[src/design/ssds_pkg.sv]
// Package for the seven-segment digit scanner.
// Holds the segment table, command codes and the controller/datapath interface types.
// No dependencies.
`default_nettype none

package ssds_pkg;

  // Field widths fixed by the interface.
  localparam int FUNC_W     = 2;
  localparam int NUMBER_W   = 14;
  localparam int MODE_W     = 2;
  localparam int SEG_W      = 8;
  localparam int NUM_DIGITS = 4;
  localparam int BCD_W      = 4 * NUM_DIGITS;
  localparam int IDX_W      = 2;
  localparam int CNT_W      = 3;
  localparam int STEP_W     = 4;

  // Value of the step count at the last shift step of the binary to BCD conversion.
  localparam logic [STEP_W-1:0] SHIFT_LAST = STEP_W'(NUMBER_W - 1);

  // Command codes.
  typedef enum logic [FUNC_W-1:0] {
    FUNC_NUMBER = 2'd0,
    FUNC_MODE   = 2'd1,
    FUNC_END    = 2'd2,
    FUNC_NONE   = 2'd3
  } func_t;

  // Letter patterns, bits g..a.
  localparam logic [SEG_W-1:0] SEG_C = 8'h39;
  localparam logic [SEG_W-1:0] SEG_D = 8'h5E;
  localparam logic [SEG_W-1:0] SEG_E = 8'h79;
  localparam logic [SEG_W-1:0] SEG_N = 8'h54;

  // Commands from the controller to the datapath.
  typedef struct packed {
    logic load_num;
    logic load_word;
    logic shift;
    logic fill;
    logic frame_first;
    logic frame_next;
  } dp_cmd_t;

  // Status from the datapath to the controller.
  typedef struct packed {
    logic shift_last;
    logic frame_last;
  } dp_status_t;

  // Decimal digit to segment pattern; codes above nine show all segments lit.
  function automatic logic [SEG_W-1:0] digit_pattern(input logic [3:0] dig);
    logic [SEG_W-1:0] pat;
    unique case (dig)
      4'd0:    pat = 8'h3F;
      4'd1:    pat = 8'h06;
      4'd2:    pat = 8'h5B;
      4'd3:    pat = 8'h4F;
      4'd4:    pat = 8'h66;
      4'd5:    pat = 8'h6D;
      4'd6:    pat = 8'h7D;
      4'd7:    pat = 8'h07;
      4'd8:    pat = 8'h7F;
      4'd9:    pat = 8'h6F;
      default: pat = 8'hFF;
    endcase
    return pat;
  endfunction

endpackage

`default_nettype wire

[src/design/ssds_datapath.sv]
// Datapath of the seven-segment digit scanner: clamp, shift-add-3 BCD conversion,
// pattern buffer and the registered frame output.
// Depends on ssds_pkg.
`default_nettype none

module ssds_datapath #(
  parameter int DIGIT_COUNT = 4
) (
  input  logic                                clk,
  input  ssds_pkg::dp_cmd_t                   cmd,
  input  logic [ssds_pkg::FUNC_W-1:0]         func,
  input  logic [ssds_pkg::NUMBER_W-1:0]       number,
  input  logic [ssds_pkg::MODE_W-1:0]         mode_value,
  output ssds_pkg::dp_status_t                status,
  output logic [ssds_pkg::SEG_W-1:0]          segments,
  output logic [ssds_pkg::NUM_DIGITS-1:0]     digit_select,
  output logic                                last
);
  import ssds_pkg::*;

  // Digits that the select field can address.
  localparam int USABLE = (DIGIT_COUNT > NUM_DIGITS) ? NUM_DIGITS :
                          ((DIGIT_COUNT < 1) ? 1 : DIGIT_COUNT);
  localparam int MAXVAL = (10 ** USABLE) - 1;
  localparam logic [NUMBER_W-1:0] MAX_NUM  = NUMBER_W'(MAXVAL);
  localparam logic [CNT_W-1:0]    CNT_MODE = CNT_W'((USABLE < 2) ? USABLE : 2);
  localparam logic [CNT_W-1:0]    CNT_END  = CNT_W'((USABLE < 3) ? USABLE : 3);

  logic [NUMBER_W-1:0] bin;
  logic [BCD_W-1:0]    bcd;
  logic [STEP_W-1:0]   shift_cnt;
  logic [SEG_W-1:0]    pats [NUM_DIGITS];
  logic [CNT_W-1:0]    count;
  logic [IDX_W-1:0]    idx;

  logic [BCD_W-1:0]    bcd_adj;
  logic [CNT_W-1:0]    nd;
  logic [IDX_W-1:0]    fi;
  logic [3:0]          dig_src [NUM_DIGITS];

  // Add three to every BCD digit of five or more before the shift.
  always_comb begin
    for (int d = 0; d < NUM_DIGITS; d++) begin
      if (bcd[4*d +: 4] >= 4'd5) begin
        bcd_adj[4*d +: 4] = bcd[4*d +: 4] + 4'd3;
      end else begin
        bcd_adj[4*d +: 4] = bcd[4*d +: 4];
      end
    end
  end

  // Significant digit count; zero still shows one digit.
  always_comb begin
    if (bcd[15:12] != 4'd0) begin
      nd = 3'd4;
    end else if (bcd[11:8] != 4'd0) begin
      nd = 3'd3;
    end else if (bcd[7:4] != 4'd0) begin
      nd = 3'd2;
    end else begin
      nd = 3'd1;
    end
  end

  // Frame i shows the most significant digit first.
  always_comb begin
    for (int i = 0; i < NUM_DIGITS; i++) begin
      dig_src[i] = bcd[4 * IDX_W'(nd - 3'd1 - CNT_W'(i)) +: 4];
    end
  end

  // Index of the frame being loaded into the output register.
  assign fi = cmd.frame_next ? (idx + IDX_W'(1)) : '0;

  // Conversion registers.
  always_ff @(posedge clk) begin
    if (cmd.load_num) begin
      bin       <= (number > MAX_NUM) ? MAX_NUM : number;
      bcd       <= '0;
      shift_cnt <= '0;
    end else if (cmd.shift) begin
      {bcd, bin} <= {bcd_adj[BCD_W-2:0], bin, 1'b0};
      shift_cnt  <= shift_cnt + STEP_W'(1);
    end
  end

  // Pattern buffer and frame count.
  always_ff @(posedge clk) begin
    if (cmd.load_word) begin
      if (func == FUNC_MODE) begin
        pats[0] <= SEG_C;
        pats[1] <= digit_pattern({2'b00, mode_value});
        count   <= CNT_MODE;
      end else begin
        pats[0] <= SEG_E;
        pats[1] <= SEG_N;
        pats[2] <= SEG_D;
        count   <= CNT_END;
      end
    end else if (cmd.fill) begin
      for (int i = 0; i < NUM_DIGITS; i++) begin
        pats[i] <= digit_pattern(dig_src[i]);
      end
      count <= nd;
    end
  end

  // Output frame register.
  always_ff @(posedge clk) begin
    if (cmd.frame_first || cmd.frame_next) begin
      idx          <= fi;
      segments     <= pats[fi];
      digit_select <= ~(NUM_DIGITS'(1) << fi);
      last         <= ((CNT_W'(fi) + CNT_W'(1)) == count);
    end
  end

  assign status.shift_last = (shift_cnt == SHIFT_LAST);
  assign status.frame_last = last;

endmodule

`default_nettype wire

[src/design/ssds_ctrl.sv]
// Controller of the seven-segment digit scanner: sequences load, conversion,
// buffer fill and frame delivery. Depends on ssds_pkg.
`default_nettype none

module ssds_ctrl (
  input  logic                          clk,
  input  logic                          rst,
  input  logic                          in_valid,
  input  logic [ssds_pkg::FUNC_W-1:0]   func,
  input  logic                          out_ready,
  input  ssds_pkg::dp_status_t          status,
  output logic                          in_ready,
  output logic                          out_valid,
  output ssds_pkg::dp_cmd_t             cmd
);
  import ssds_pkg::*;

  typedef enum logic [4:0] {
    ST_IDLE  = 5'b00001,
    ST_CONV  = 5'b00010,
    ST_FILL  = 5'b00100,
    ST_FRAME = 5'b01000,
    ST_SEND  = 5'b10000
  } state_t;

  state_t state;
  state_t state_next;
  logic   in_xfer;
  logic   out_xfer;

  assign in_ready  = (state == ST_IDLE);
  assign out_valid = (state == ST_SEND);
  assign in_xfer   = in_valid && in_ready;
  assign out_xfer  = out_valid && out_ready;

  // Next state and datapath commands.
  always_comb begin
    state_next = state;
    cmd        = '0;
    unique case (state)
      ST_IDLE: begin
        if (in_xfer) begin
          unique case (func) inside
            FUNC_NUMBER: begin
              cmd.load_num = 1'b1;
              state_next   = ST_CONV;
            end
            FUNC_MODE, FUNC_END: begin
              cmd.load_word = 1'b1;
              state_next    = ST_FRAME;
            end
            default: begin
              state_next = ST_IDLE;
            end
          endcase
        end
      end
      ST_CONV: begin
        cmd.shift = 1'b1;
        if (status.shift_last) begin
          state_next = ST_FILL;
        end
      end
      ST_FILL: begin
        cmd.fill   = 1'b1;
        state_next = ST_FRAME;
      end
      ST_FRAME: begin
        cmd.frame_first = 1'b1;
        state_next      = ST_SEND;
      end
      ST_SEND: begin
        if (out_xfer) begin
          if (status.frame_last) begin
            state_next = ST_IDLE;
          end else begin
            cmd.frame_next = 1'b1;
          end
        end
      end
      default: begin
        state_next = ST_IDLE;
      end
    endcase
  end

  // State register.
  always_ff @(posedge clk) begin
    if (rst) begin
      state <= ST_IDLE;
    end else begin
      state <= state_next;
    end
  end

endmodule

`default_nettype wire

[src/design/seven_segment_digit_scanner_core.sv]
// Seven-segment digit scanner: one display command in, a run of digit-scan frames out.
// A number command runs its 14 shift-add-3 conversion steps and a buffer fill before
// its first frame is loaded; a word command goes straight to loading its first frame.
// Frames follow at one frame per cycle once started, while out_ready is held high; one
// command at a time. Reset returns the controller to idle with no frame pending.
`default_nettype none

module seven_segment_digit_scanner_core #(
  parameter int DIGIT_COUNT = 4
) (
  input  logic                                clk,
  input  logic                                rst,
  input  logic                                in_valid,
  output logic                                in_ready,
  input  logic [ssds_pkg::FUNC_W-1:0]         func,
  input  logic [ssds_pkg::NUMBER_W-1:0]       number,
  input  logic [ssds_pkg::MODE_W-1:0]         mode_value,
  output logic                                out_valid,
  input  logic                                out_ready,
  output logic [ssds_pkg::SEG_W-1:0]          segments,
  output logic [ssds_pkg::NUM_DIGITS-1:0]     digit_select,
  output logic                                last
);
  import ssds_pkg::*;

  dp_cmd_t    cmd;
  dp_status_t status;

  // Sequencer.
  ssds_ctrl u_ctrl (
    .clk       (clk),
    .rst       (rst),
    .in_valid  (in_valid),
    .func      (func),
    .out_ready (out_ready),
    .status    (status),
    .in_ready  (in_ready),
    .out_valid (out_valid),
    .cmd       (cmd)
  );

  // Conversion and frame registers.
  ssds_datapath #(
    .DIGIT_COUNT (DIGIT_COUNT)
  ) u_datapath (
    .clk          (clk),
    .cmd          (cmd),
    .func         (func),
    .number       (number),
    .mode_value   (mode_value),
    .status       (status),
    .segments     (segments),
    .digit_select (digit_select),
    .last         (last)
  );

endmodule

`default_nettype wire

[config.mk]
export PLATFORM = sky130hd
export DESIGN_NAME = seven_segment_digit_scanner_core
export DESIGN_NICKNAME = d
export VERILOG_FILES = /design/src/design/ssds_pkg.sv /design/src/design/ssds_datapath.sv /design/src/design/ssds_ctrl.sv /design/src/design/seven_segment_digit_scanner_core.sv
export SDC_FILE = /design/constraint.sdc
export NUM_CORES = 1
export LEC_CHECK = 0
export BUFFER_PORTS_ARGS = -buffer_cell sky130_fd_sc_hd__buf_2
export CELL_PAD_IN_SITES_DETAIL_PLACEMENT = 2
export CELL_PAD_IN_SITES_GLOBAL_PLACEMENT = 2
export CORE_MARGIN = 2
export CORE_UTILIZATION = 35
export CTS_BUF_LIST = sky130_fd_sc_hd__clkbuf_16
export DETAILED_ROUTE_END_ITERATION = 16
export PLACE_DENSITY_LB_ADDON = 0.15
export REMOVE_ABC_BUFFERS = 1
export SLEW_MARGIN = 20
export SYNTH_ARGS = -nofsm -noshare
export SYNTH_HDL_FRONTEND = slang
export SYNTH_SLANG_ARGS = --single-unit
[constraint.sdc]
create_clock -name clk -period 2.68 [get_ports clk]
set_clock_uncertainty 0.15 [all_clocks]
set_input_delay 0.268 -clock clk [delete_from_list [all_inputs] [get_ports clk]]
set_output_delay 0.268 -clock clk [all_outputs]
set_load 0.005 [all_outputs]
==> results.json <==
{
  "status": "finished clean",
  "final_cells": 826,
  "tightest_slew_ns": 0.612,
  "synth-seq-cells": 89,
  "slew_violations": 0,
  "fin_nets": 692,
  "path_clk_slew_ns": 0.07,
  "crit_top_cell": "inv_2",
  "io_pins": 37,
  "critPathLaunchType": "flip-flop",
  "max-cap-violations": 0,
  "clkLatencyLatePin_ns": 0.36,
  "hold_viol": 0,
  "antennaDiodeCount": 0,
  "dieArea_mm2": 0.0162,
  "port_buffers": 36,
  "clockBufferDepth": 2,
  "drt_iter0_drc": 204,
  "drt-total-wl_um": 16200,
  "fmax_mhz": 378,
  "worstHoldStart": "number[0]",
  "crit_type": "flip-flop to flip-flop",
  "die_h_um": 127,
  "reg2reg_setup_slack_ns": 0.04,
  "power.total_uw": 7010,
  "area_growth_pct": 25.3,
  "core_area_mm2": 0.0150,
  "grt_pass1_wl_um": 25700,
  "synth_async_sr_flop_share_pct": 0,
  "comb_power_share_pct": 56.2,
  "end_kind": "flip-flop",
  "placementRows": 45,
  "final_core_util_pct": 44.5,
  "synth_top_area_share_pct": 36.0,
  "startpoint": "u_datapath.bcd[5]$_SDFFE_PN0P_",
  "drc": 0,
  "p_seq_share_pct": 25.8,
  "synth-edff-count": 64,
  "worstReg2RegEnd": "u_datapath.pats[2][4]$_SDFFCE_PN1P_",
  "grt_overflow": 0,
  "cellPowerDensity_mw_per_mm2": 1050,
  "wl_per_cell_um": 19.7,
  "placed_area_mm2": 0.00606,
  "stdcell_area_mm2": 0.00668,
  "setup_violations": 0,
  "finalCritPeriodShare_pct": 98.6,
  "cts-root-buf": "clkbuf_16",
  "whs_path_depth": 3,
  "dp_hpwl_um": 11900,
  "worstPathMaxFanout": 5,
  "rsz0062_at_grt": "true",
  "synth_top_cell_by_area": "edfxtp_1",
  "first_pass_iters": 5,
  "slowest_delay_ns": 0.42,
  "syn_inst": 550,
  "finalCriticalPeriod_ns": 2.64,
  "ys_warn_count": 0,
  "vdd_drop_max_v": 0.000456,
  "worstSetupEndpoint": "u_datapath.pats[2][4]$_SDFFCE_PN1P_",
  "grt_pass1_vias": 4903,
  "synth_area_leaders": "edfxtp_1, dfxtp_1, ha_1, a21oi_1, nand2_1",
  "cts_tree": "yes",
  "final_common_cell": "edfxtp_1",
  "postSynthAreaPerCell_um2": 9.70,
  "rr_startpoint": "u_datapath.bcd[5]$_SDFFE_PN0P_",
  "layout.cells.most_common_list": "edfxtp_1, buf_4, nand2_1, nor2_1, a21oi_1",
  "syn_area_mm2": 0.00534,
  "maxSlewHeadroom_pct": 59.1,
  "cts_buffers": 9,
  "start_util_pct": 35.5,
  "switching_power_uw": 2780,
  "ys_seq_area_share_pct": 45.4,
  "setup_tns_ns": 0,
  "pwr-share-clk_pct": 18.1,
  "p_sw_share_pct": 39.6,
  "cp_slowest_cell": "or3b_4",
  "synth_cell_types": 72,
  "intPower_uw": 4230,
  "layout-drive-gt1-share_pct": 29.9,
  "gp_congestion": 0.809,
  "antenna_found_initial": 0,
  "reg2reg_depth": 12,
  "grt_max_degree": 21,
  "vias": 4409,
  "worstPathRequired_ns": 2.64,
  "worstPathCellList": "inv_2, ha_4, or3b_4, a211oi_2, o22ai_2, inv_1, ha_2, inv_2, a221oi_4, buf_4, a32o_2, a21oi_2",
  "hold_class": "input port to flip-flop",
  "clkSinkCount": 89,
  "fp.dieW_um": 127,
  "vias_per_cell": 5.34,
  "dpl.cell_count": 798,
  "power_leakage_uw": 0.00253,
  "drtAntennaViolNets": 0,
  "h-tree-depth": 3,
  "gr-usage-all-layers_pct": 20.2,
  "synth_ff_type": "edfxtp_1",
  "cp.arrival_ns": 2.60
}
## Yosys cell counts (5+ instances only)
cell type / count
a21oi_1: 47
a22oi_1: 10
a31oi_1: 6
and2_1: 5
buf_2: 13
clkbuf_1: 15
dfxtp_1: 25
edfxtp_1: 64
ha_1: 37
inv_1: 30
mux2i_1: 13
nand2_1: 51
nand2b_1: 7
nand3_1: 18
nor2_1: 51
nor2b_1: 6
nor3_1: 7
nor3b_1: 6
o21ai_0: 35
o21ai_1: 8
xnor2_1: 6
## kinds of logic (layout without fill, tap and decap cells)
kind of cell / Yosys count / in the layout / share of synthesized area [%]
AND/OR/NAND/NOR: 187 / 187 / 18.6
AO/OA/AOI/OAI: 143 / 143 / 16.8
flip-flops: 89 / 89 / 45.4
buffers and inverters: 66 / 154 / 5.39
adder cells (fa/ha/maj): 37 / 37 / 8.68
multiplexers: 18 / 18 / 3.49
XOR/XNOR: 10 / 10 / 1.64
## state kept, by name, summed over array words and instances, names as in the netlist
| signal | count |
|---|---|
| u_datapath.shift_cnt | 4 |
| u_datapath.digit_select | 4 |
| u_datapath.idx | 2 |
| u_ctrl.state | 5 |
| u_datapath.pats | 32 |
| u_datapath.bin | 14 |
| u_datapath.bcd | 16 |
| u_datapath.count | 3 |
| u_datapath.last | 1 |
| u_datapath.segments | 8 |
## per-stage QoR
stage               hold WS [ns]  setup slack, ns
global route              0.0892          -0.0775
finish                    0.0772           0.0372
CTS                       0.0757          -0.0311
detailed placement         0.350           -0.115
floorplan                  0.190           -0.715
global placement           0.344           0.0247
## layer usage
metal  part of all wire (%)  GRT usage [%]
met1                     43           24.3
met2                     53           37.1
met3                    2.3           2.68
met4                    1.7           6.92
met5                      0              0
## how the worst min path moves through the flow
| stage | end | slack (ns) |
|---|---|---|
| after floorplan | u_ctrl.state[1]$_SDFFE_PP0P_ | 0.19 |
| after global placement | u_datapath.bcd[0]$_SDFFE_PN0P_ | 0.34 |
| after detailed placement | u_datapath.shift_cnt[3]$_SDFFE_PN0P_ | 0.35 |
| after CTS | u_datapath.bin[2]$_DFFE_PP_ | 0.08 |
| after global routing | u_datapath.bin[10]$_DFFE_PP_ | 0.09 |
| final | u_datapath.bin[0]$_SDFFCE_PP0P_ | 0.08 |
## power by group through the flow
stage | Clock, uW | Combinational [uW] | Sequential [uW]
4_1_cts | 1290 | 3490 | 1800
3_3_place_gp | 0 | 3040 | 1820
6_report | 1270 | 3940 | 1810
2_1_floorplan | 0 | 1860 | 1820
5_1_grt | 1350 | 4330 | 1830
3_5_place_dp | 0 | 3260 | 1830
## final cells by class
cell class | count | area, um2
fill | 1610 | 8350
inverter | 32 | 124
timing repair buffer | 106 | 772
clock buffer | 9 | 225
sequential | 89 | 2430
tap | 188 | 235
multi-input combinational | 395 | 2840
clock inverter | 7 | 57.6
## critical path, delay by kind of cell, from the launching register on
family          cells  cell delay, ns
buf+inv             4            0.39
fa+ha+maj           2            0.32
simple gates        1            0.42
flops               1            0.33
compound gates      5            0.79
## what timing repair did
action | 4_1_cts | 5_1_grt
endpoints found under the setup margin | 20 | 24
hold buffers | 1 | 0
endpoints found under the hold margin | 1 | 0
gates resized for setup | 16 | 52
buffers inserted | 4 | 7
pin swaps | 4 | 11
No activity file was read; power rests on OpenSTA's default activity.
